[src/hw/rtl/cps_skid.sv]
// ----------------------------------------------------------------------------
// Output buffer
// Output register plus one spare entry, so the pipeline keeps moving while
// a finished transaction waits to be taken, until the spare entry is full.
// ----------------------------------------------------------------------------
`default_nettype none

module cps_skid #(
  parameter int WIDTH = 8
) (
  input  wire logic             clk,
  input  wire logic             rst,
  input  wire logic             push,
  input  wire logic [WIDTH-1:0] din,
  output logic                  space,
  output logic                  out_valid,
  input  wire logic             out_ready,
  output logic [WIDTH-1:0]      dout
);

  logic             spare_valid;
  logic [WIDTH-1:0] spare;
  logic             out_free;

  assign out_free = !out_valid || out_ready;
  assign space    = !spare_valid;

  // Occupancy: the spare entry only fills while the output register is held.
  always_ff @(posedge clk) begin
    if (rst) begin
      out_valid   <= 1'b0;
      spare_valid <= 1'b0;
    end else if (out_free) begin
      out_valid   <= spare_valid || push;
      spare_valid <= 1'b0;
    end else if (push) begin
      spare_valid <= 1'b1;
    end
  end

  // Data moves with the occupancy bits.
  always_ff @(posedge clk) begin
    if (out_free) begin
      dout <= spare_valid ? spare : din;
    end else if (push) begin
      spare <= din;
    end
  end

endmodule

`default_nettype wire

[config.mk]
export PLATFORM = sky130hd
export DESIGN_NAME = cps_skid
export DESIGN_NICKNAME = d
export VERILOG_FILES = /design/src/hw/rtl/cps_skid.sv
export SDC_FILE = /design/constraint.sdc
export NUM_CORES = 1
export LEC_CHECK = 0
export BUFFER_PORTS_ARGS = -buffer_cell sky130_fd_sc_hd__buf_2
export CORE_UTILIZATION = 47
export CTS_CLUSTER_DIAMETER = 200
export DETAILED_ROUTE_END_ITERATION = 12
export GPL_TIMING_DRIVEN = 0
export PLACE_DENSITY = 0.75
export SLEW_MARGIN = 0
export SYNTH_ARGS = -nofsm -noshare
export SYNTH_HDL_FRONTEND = slang
export SYNTH_SLANG_ARGS = --single-unit
[constraint.sdc]
create_clock -name clk -period 1.7 [get_ports clk]
set_input_delay 0.085 -clock clk [delete_from_list [all_inputs] [get_ports clk]]
set_output_delay 0.085 -clock clk [all_outputs]
set_load 0.01 [all_outputs]
## Word level (Yosys, flattened, before mapping)

Index checks and enable logic that the tools add are counted.
Widths: inputs -> output; s select.

- Register bits: 18
- Input port bits: 12
- Output and inout port bits: 10
- Word-level logic and storage cells: 12

- Muxes and demuxes: 1
- Bitwise operators: 1
- Reductions and logical operators: 6

Operators with widths:

| operator | count |
|---|---|
| $mux 8 | 1 |
| $logic_not 1->1 | 2 |
| $logic_or 1x1->1 | 2 |
| $reduce_and 2->1 | 1 |
| $reduce_or 2->1 | 1 |
| $not 1->1 | 1 |

## Logic depth before layout (Yosys ltp)

- Word-level depth: 4
- Gate-level depth with buffers: 3
- Depth with buffers taken out: 2

## Least setup slack after synthesis

OpenSTA, ideal clock, no wires.

- Path kind: reg-to-reg
- From: register out_valid
- To: register spare[0], enable pin
- Setup time: 0.371 ns
- Arrival time: 1.031 ns
- Data required time: 1.329 ns
- Slack: 0.298 ns
- Cell stages (with the launch flop): 3
- Buffers on the path: 0
- Clock period less this slack: 1.402 ns
- Path through: dfxtp_1 -> nand2b_1 -> nor2_1

- Word-level cells in the longest chain between the ends: 4

RTL lines:

| item | line | text |
|---|---|---|
| from (decl) | 16 | `output logic out_valid,` |
| from (signal assigned) | 34 | `out_valid <= spare_valid \|\| push;` |
| $logic_not 1->1 | 25 | `assign out_free = !out_valid \|\| out_ready;` |
| $logic_or 1x1->1 | 25 |  |
| named net out_free | 23 | `logic out_free;` |
| $not 1->1 (no source line) | - |  |
| $reduce_and 2->1 (no source line) | - |  |
| to (signal assigned) | 46 | `spare <= din;` |
| to (decl) | 22 | `logic [WIDTH-1:0] spare;` |

The timed path passes the listed nets, and every way through them passes these cells.
A chain may end at the register's enable or synchronous reset.

## Worst setup path in the final report

- From: register out_valid
- To: register spare[4], enable pin

The elaborated chain is that of the path after synthesis.

==> impl_metrics.py <==
metrics = {
    "layout": {
        "mostFrequentLayoutCells": "buf_2, edfxtp_1, dlygate4sd3_1",
        "antenna_cells": 0,
        "layout_commonest_cell": "buf_2",
        "final_util_pct": 69.4,
        "final_nets": 81,
        "nFillCells": 94,
        "ff_latch_area_um2": 520,
        "drive_above_1_share_pct": 50.0,
        "multi_input_area_um2": 146,
        "syn2layout_area_growth_pct": 35.5,
    },
    "flow_run": {
        "max_cap_viol_count": 0,
    },
    "timing": {
        "worstMarginPinSlew_ps": 505,
        "slew_viol_final": 0,
        "max-slew-margin-rel_pct": 66.4,
        "fin_crit_sh_pct": 82.8,
        "hold_violations": 0,
        "fin_worst_skew_ps": 0.535,
        "fin_setup_tns_ps": 0,
        "fmax_mhz": 711,
        "rsz0062_at_grt": "no",
        "finalSetupViolCount": 0,
        "min_period_ps": 1410,
    },
    "grt": {
        "grtUsageTotal_pct": 15.5,
        "grt_pass1_vias": 336,
        "grt_pass1_wl_um": 1520,
        "grt.overflow.total": 0,
        "antenna_found_initial": 0,
        "grt_max_degree": 12,
    },
    "setup_path": {
        "cp_max_fo": 11,
        "rr_startpoint": "out_valid",
        "crit_path_end_kind": "flop",
        "cp-start-kind": "flop",
        "path_cells": "nand2b_1, nor2_2",
        "critPathKind": "reg2reg",
        "reg2regPathDepth": 2,
        "worstPathArrival_ps": 1350,
        "worstReg2RegEnd": "spare[4]",
        "worst_ep_required_time_ps": 1640,
        "rrSetupSlack_ps": 290,
        "startpoint": "out_valid",
        "slowest_stage": "nor2_2",
        "slowest_delay_ps": 440,
    },
    "synthesis": {
        "synth_cell_types": 9,
        "syn_nets": 46,
        "synth_top_area_share_pct": 70.3,
        "syn_avg_cell_area_um2": 20.1,
        "ys_top_cells_by_area": "edfxtp_1, mux2_4, dfxtp_1, buf_6, inv_1",
        "netlist_instances": 34,
        "synth_area_um2": 683,
        "synth_warnings": 0,
        "ys_ff_latch": 18,
        "yosys.area.top_type": "edfxtp_1",
        "yosysSeqAreaShare_pct": 76.2,
    },
    "drt": {
        "drc": 0,
        "routedWlPerCell_um": 12.8,
        "num_vias": 386,
        "dr.first_iter.drc_count": 2,
        "via_per_inst": 4.65,
        "postRouteAntennaNets": 0,
        "routed_wl_um": 1060,
        "dr.pass1.iters": 3,
    },
    "clock_tree": {
        "root_buffer": "clkbuf_4",
        "cts_tree": "built",
        "clock-sinks": 18,
        "clk_pin_slew_ps": 90,
        "htreeDepth": 1,
        "cts_inserted_buffers": 3,
        "clock_latency_ps": 280,
        "clk_path_buf_depth": 2,
    },
    "hold_path": {
        "holdPathStages": 3,
        "hp-start": "push",
        "hold_path_end": "spare_valid",
        "worstHoldPathType": "in2reg",
    },
    "floorplan": {
        "die_area_um2": 1610,
        "die_h_um": 40.1,
        "die_w_um": 40.1,
        "core_area_um2": 1330,
        "io_pins": 22,
        "start_util_pct": 51.2,
        "rows": 13,
    },
    "power_and_ir_drop": {
        "powerDensity_nw_per_um2": 866,
        "netSwitchingFraction_pct": 19.9,
        "seqPwrFrac_pct": 63.7,
        "p_comb_share_pct": 11.1,
        "ir_worst_vdd_uv": 560,
        "p_switching_uw": 159,
        "power.internal_uw": 642,
        "pwr-share-clk_pct": 25.2,
        "power_leakage_nw": 0.382,
    },
    "placed_design": {
        "place_congestion": 0.648,
        "port_buffers": 21,
    },
    "run_status": {
        "status": "completed",
    },
}
==> cell usage after synthesis <==
cell type / number
dfxtp_1: 2
nand2b_1: 1
mux2_4: 8
buf_6: 1
a21oi_1: 1
nor2_1: 2
inv_1: 2
edfxtp_1: 16
nor3_1: 1
==> area by class of cell <==
cell class | count | area share [%]
Sequential cell | 18 | 56.2
Timing Repair Buffer | 30 | 21.1
Multi-Input combinational cell | 13 | 15.8
Clock buffer | 3 | 2.43
Tap cell | 15 | 2.03
Buffer | 1 | 1.22
Inverter | 2 | 0.811
Clock inverter | 1 | 0.405
==> critical path: cells and delay by family, from the launching register on <==
family | cells | cell delay [ps]
simple gates | 2 | 720
flops | 1 | 340
==> cell families after synthesis <==
logic type	synth area share, %
muxes	17.6
buffers and inverters	2.75
DFF	76.2
AOI/OAI and AO/OA	0.732
and+or+nand+nor	2.75
==> registers in the layout, indices dropped and copies added (netlist names) <==
signal       cells
dout             8
spare            8
out_valid        1
spare_valid      1
==> what timing repair did <==
action	4_1_cts	5_1_grt
gates resized for setup	0	1
hold endpoints to repair	10	0
endpoints found under the setup margin	0	2
buffers inserted	0	0
hold buffers	9	0
==> routing by layer <==
| layer | global-route usage (%) | wire length, um | vias to the layer above |
|---|---|---|---|
| li1 | - | - | 195 |
| met1 | 18.8 | 438 | 177 |
| met5 | 0 | 0 | - |
| met3 | 3.33 | 49 | 0 |
| met2 | 25.8 | 573 | 14 |
| met4 | 7.76 | 0 | 0 |
==> stage by stage <==
stage | instances | area, um^2 | worst slack (ps) | hold WS [ps] | power [mW]
after floorplan | 34 | 683 | 298 | 154 | 0.559
after global placement | 70 | 807 | 112 | 259 | 0.590
after detailed placement | 70 | 807 | 96.7 | 265 | 0.594
after CTS | 83 | 923 | 82.1 | 76.1 | 0.809
after global routing | 83 | 926 | 188 | 111 | 0.838
final | 83 | 926 | 293 | 85.5 | 0.801
==> power groups by stage <==
stage               sequential, mW  clock (mW)  combinational (mW)
floorplan                    0.530           0              0.0284
global placement             0.520           0              0.0706
detailed placement           0.521           0              0.0728
CTS                          0.511       0.209              0.0886
global route                 0.513       0.228              0.0973
finish                       0.510       0.202              0.0890
==> how the worst max path moves through the flow <==
| stage | to | slack [ps] | cells after the start |
|---|---|---|---|
| 4_1_cts | spare[7] | 80 | 2 |
| 3_3_place_gp | spare[4] | 110 | 2 |
| 5_1_grt | spare[7] | 190 | 2 |
| 2_1_floorplan | spare[0] | 300 | 2 |
| 6_report | spare[4] | 290 | 2 |
| 3_5_place_dp | spare[7] | 100 | 2 |
No activity file was read; power rests on OpenSTA's default activity.
