`src/hw/rtl/cps_mul.sv`:
```
// ----------------------------------------------------------------------------
// Split signed multiplier
// Two-stage multiplier: four half-width partial products are registered,
// then shifted and summed into the full product.
// ----------------------------------------------------------------------------
`default_nettype none

module cps_mul #(
  parameter int AW = 36,
  parameter int BW = 36
) (
  input  wire logic                 clk,
  input  wire logic                 en,
  input  wire logic signed [AW-1:0] a,
  input  wire logic signed [BW-1:0] b,
  output logic signed [AW+BW-1:0]   p
);

  localparam int AL = AW / 2;
  localparam int AH = AW - AL;
  localparam int BL = BW / 2;
  localparam int BH = BW - BL;
  localparam int PW = AW + BW;

  logic signed [AH-1:0]      ah;
  logic signed [AL:0]        al;
  logic signed [BH-1:0]      bh;
  logic signed [BL:0]        bl;
  logic signed [AH+BH-1:0]   hh;
  logic signed [AH+BL:0]     hl;
  logic signed [AL+BH:0]     lh;
  logic signed [AL+BL+1:0]   ll;
  logic signed [PW-1:0]      sum;

  // The upper halves keep the sign; the lower halves are zero extended.
  assign ah = a[AW-1:AL];
  assign al = {1'b0, a[AL-1:0]};
  assign bh = b[BW-1:BL];
  assign bl = {1'b0, b[BL-1:0]};

  // First stage: partial products.
  always_ff @(posedge clk) begin
    if (en) begin
      hh <= ah * bh;
      hl <= ah * bl;
      lh <= al * bh;
      ll <= al * bl;
    end
  end

  // Second stage: weighted sum of the partial products.
  always_comb begin
    sum = (PW'(hh) <<< (AL + BL)) + (PW'(hl) <<< AL) + (PW'(lh) <<< BL) + PW'(ll);
  end

  always_ff @(posedge clk) begin
    if (en) begin
      p <= sum;
    end
  end

endmodule

`default_nettype wire

```
`config.mk`:
```
export PLATFORM = sky130hd
export DESIGN_NAME = cps_mul
export DESIGN_NICKNAME = d
export VERILOG_FILES = /design/src/hw/rtl/cps_mul.sv
export SDC_FILE = /design/constraint.sdc
export NUM_CORES = 2
export LEC_CHECK = 0
export BUFFER_PORTS_ARGS = -buffer_cell sky130_fd_sc_hd__buf_2
export CORE_AREA = 2 2 250 437
export DETAILED_ROUTE_END_ITERATION = 8
export DIE_AREA = 0 0 252 439
export PLACE_DENSITY = 0.68
export SLEW_MARGIN = 20
export SYNTH_ARGS = -nofsm -noshare
export SYNTH_HDL_FRONTEND = slang
export SYNTH_SLANG_ARGS = --single-unit
```
`constraint.sdc`:
```
create_clock -name clk -period 8.3 [get_ports clk]
set_clock_uncertainty 0.1 [all_clocks]
set_input_delay 0.83 -clock clk [delete_from_list [all_inputs] [get_ports clk]]
set_output_delay 0.83 -clock clk [all_outputs]
set_load 0.05 [all_outputs]
```
# Yosys cells after proc, flatten, opt, wreduce, memory -nomap -nowiden
# Index checks and enable logic that the tools add are counted.
[classes] add_sub_neg=3 mul=4
[op_table] operator="72-bit by 55-bit adder with 72-bit output" count=2
[op_table] operator="72-bit by 37-bit adder with 72-bit output" count=1
[op_table] operator="18-bit by 18-bit multiplier with 36-bit output" count=2
[op_table] operator="18-bit by 19-bit multiplier with 37-bit output" count=1
[op_table] operator="19-bit by 18-bit multiplier with 37-bit output" count=1
[word_totals] out_inout_bits=72 input_bits=74 reg_bits=218 elab_cells=12

# Logic depth before layout (Yosys ltp)
[logic_depth] word_depth=3 ltp_mapped=26 mapped_depth_nobuf=24

# Least setup slack after synthesis
# Ideal clock, no wire load.
[synth_path] kind="in2reg" from="input b[3]" to="register ll[34] (data pin)" arrival_time_ns=6.524 required_ns=7.942 setup_time_ns=0.258 slack_ns=1.419 path_buffers=3 stages=23 cell_sequence="clkbuf_1 clkbuf_1 nand2_1 fa_1 fa_1 inv_1 fa_1 fa_1 fa_1 inv_1 fa_1 inv_1 ha_1 clkbuf_1 nand2_1 or3_4 or3b_1 o41a_1 a31oi_4 a2111oi_1 o21bai_1 a21oi_1 xnor2_1"
[synth_between] elab_chain_len=1
[synth_rtl] item="from (decl)" line="15" source="input wire logic signed [BW-1:0] b,"
[synth_rtl] item="18-bit by 18-bit multiplier with 36-bit output" line="47" source="ll <= al * bl;"
[synth_rtl] item="to (signal assigned)" line="47"
[synth_rtl] item="to (decl)" line="32" source="logic signed [AL+BL+1:0] ll;"
# No other way between the ends.
# A chain may end at the register's enable or synchronous reset.

# Worst setup path in the final report
[layout_path] from="input a[8]" to="register ll[35] (data pin)"
[layout_between] elab_chain_len=1
[layout_rtl] item="from (decl)" line="14" source="input wire logic signed [AW-1:0] a,"
[layout_rtl] item="18-bit by 18-bit multiplier with 36-bit output" line="47"
# No other way between the ends.

==> impl_metrics.csv <==
group,metric,value,unit
clock_network,clkSlewWorstSetupHoldPaths,0.06,ns
yosys,synth_edf_count,218,
setup_path,r2r_setup_slack,3.81,ns
timing,grt_setup_unrepaired,"false",
setup_path,crit_family,"adder cells",
grt,grt_pass1_wl,236000,um
detailed_routing,route.detailed.vias_per_inst,5.54,
clock_network,postCtsSetupRepairBufs,0,
setup_path,crit_path_max_incr_delay,0.70,ns
yosys,synthFlopType,"edfxtp_1",
timing,fin_crit_sh,89.1,%
yosys,async_reset_ff_share,0,%
grt,grt_max_degree,143,
die,dieArea,111000,um^2
clock_network,cts_buffers,26,
yosys,syn_avg_cell_area,9.45,um^2
yosys,ys_warn_count,0,
timing,finalSetupViolations,0,
run,drv_cap,0,
clock_network,cts.htree.levels,1,
finish,fin_nets,7593,
detailed_routing,wl_per_cell,20.6,um
timing,min_period,7.40,ns
placed_design,dp.cells,7186,
status,status,"finished, final reports clean",
setup_path,crit_arrival,7.59,ns
clock_network,cts_tree,"built",
timing,fmax,135,MHz
timing,drv_slew,0,
clock_network,cts.sinks,218,
finish,drive_gt1_share,5.45,%
yosys,syn_inst,5855,
die,core-area,107000,um^2
setup_path,critPathSlowestCell,"buf_2",
yosys,yosysTopAreaCellShare,41.6,%
finish,syn_to_final_growth,5.68,%
clock_network,cts_hold_buf,0,
die,start_util,51.7,%
finish,mostFrequentLayoutCells,"inv_1, fa_1, nand2_1, and2_1, ha_1",
yosys,yosys.cell_types.count,77,
grt,grt_use_total,27.9,%
setup_path,crit_buf_inv,4,
setup_path,critPathMaxFanout,36,
setup_path,crit_top_cell,"fa_1",
die,fp.dieH,439,um
finish,stdcell_count,7237,
grt,antenna_found_initial,5,
detailed_routing,drtIter0Drc,1949,
detailed_routing,finalWirelength,149000,um
die,num_rows,159,
timing,slew_headroom,28.1,%
yosys,synth_top_cell_by_area,"fa_1",
yosys,ys_ff_latch,218,
setup_path,start_kind,"input pin",
die,dieWidth,252,um
grt,grt_pass1_vias,44261,
setup_path,critical_path_class,"input pin to flop",
placed_design,gp_routability_congestion,0.966,
clock_network,clk_path_buf_depth,3,
yosys,synth_nets,7601,
detailed_routing,drt_first_pass_iters,5,
finish,layout.cells.most_common,"inv_1",
die,pin_count,146,
timing,finalHoldViolations,0,
finish,fill_cells,9555,
setup_path,crit_path_end_kind,"flop",
detailed_routing,drc,0,
clock_network,clk_latency,0.58,ns
detailed_routing,ant_nets,0,
grt,grt_overflow,0,
timing,tightest_slew,1.08,ns
yosys,netlist_top_cells_area,"fa_1, edfxtp_1, ha_1",
setup_path,worstPathCellList,"buf_2, nand2_1, fa_1, inv_1, fa_1, fa_1, fa_1, fa_1, inv_1, fa_1, inv_1, ha_1, a41oi_1, o21ai_1, a21oi_1, a21oi_1, a21oi_1, a21oi_1, a211o_1, a2111oi_0, nor3b_1",
placed_design,hpwl,121000,um
min_path,hp-class,"flop to flop",
setup_path,crit_required,8.49,ns
timing,setup-tns-final,0,ns
clock_network,cts-root-buf,"clkbuf_16",
placed_design,port_buffers,145,
yosys,yosysSeqAreaShare,11.8,%
detailed_routing,num_vias,40095,
yosys,syn_area,55400,um^2
clock_network,cts-resized-gates,0,
## sequential cells by signal, summed over array words and instances, names as in the netlist
name and count:
lh 37, hh 36, ll 36, hl 37, p 72
## path summary, 6_finish.rpt
| check | endpoint | cells past startpoint | start |
|---|---|---|---|
| setup reg to reg | p[71] | 12 | lh[36] |
| hold reg to reg | p[9] | 0 | ll[9] |
| setup / recovery | ll[35] | 21 | a[8] |
| hold / removal | p[9] | 0 | ll[9] |
## through the flow
step | hold slack (ns) | instance area, um^2 | utilization [%] | setup slack, ns
after floorplan | 0.300 | 55400 | - | 1.42
after global placement | 0.300 | 57600 | 53.8 | 0.676
after detailed placement | 0.305 | 57600 | 53.8 | 0.416
after CTS | 0.319 | 58500 | 54.6 | 1.06
after global routing | 0.322 | 58500 | 54.6 | 0.588
final | 0.315 | 58500 | 54.7 | 0.901
## worst register-to-register path, cell delays in order, from the launching register on
cell and delay [ns]:
edfxtp_1 0.83, buf_8 0.25, fa_1 0.44, ha_1 0.38, a21oi_1 0.38, nor2b_1 0.08
o21ai_0 0.15, nand3_1 0.10, a2111oi_0 0.57, o31ai_1 0.28, o211ai_1 0.33, mux2i_1 0.24
a211oi_1 0.08
## layer usage
metal | global-route usage (%) | part of all wire (%) | wire length, um
met5 | 0 | 0.038 | 56
met3 | 3.12 | 4.7 | 6990
met4 | 22.7 | 10 | 15000
met2 | 50.2 | 52 | 77200
met1 | 29.2 | 33 | 49800
## area by class of cell
class	instances	area, um^2	area share (%)
Tap cell	1368	1710	2.93
Timing Repair Buffer	254	1610	2.75
Antenna cell	2	5.00	0.00856
Clock buffer	31	691	1.18
Multi-Input combinational cell	4043	42800	73.2
Sequential cell	218	6550	11.2
Clock inverter	17	223	0.381
Inverter	1304	4890	8.37
## cells by family after synthesis
group / share of synthesized area (%)
buf+inv: 10.8
mux: 0.0362
flops: 11.8
fa+ha+maj: 53.4
compound gates: 6.02
xor+xnor: 2.59
simple gates: 15.3
## Yosys cell counts, drive strengths merged, types with 13 or more instances
cell type	count
a21o	67
o21ai	99
nand2	735
nor2	130
nand2b	43
and3	22
xnor2	122
nor3	33
clkbuf	280
xor2	42
edfxtp	218
nand3	42
o21a	30
ha	521
a21oi	147
nor2b	21
inv	1304
fa	1151
or3	15
a211oi	28
a31oi	13
and2	621
nand4	20
o21bai	25
Power is left out: the tool's default activity adds up to more than one toggle a clock period on the data nets, which glitch-free logic cannot reach.
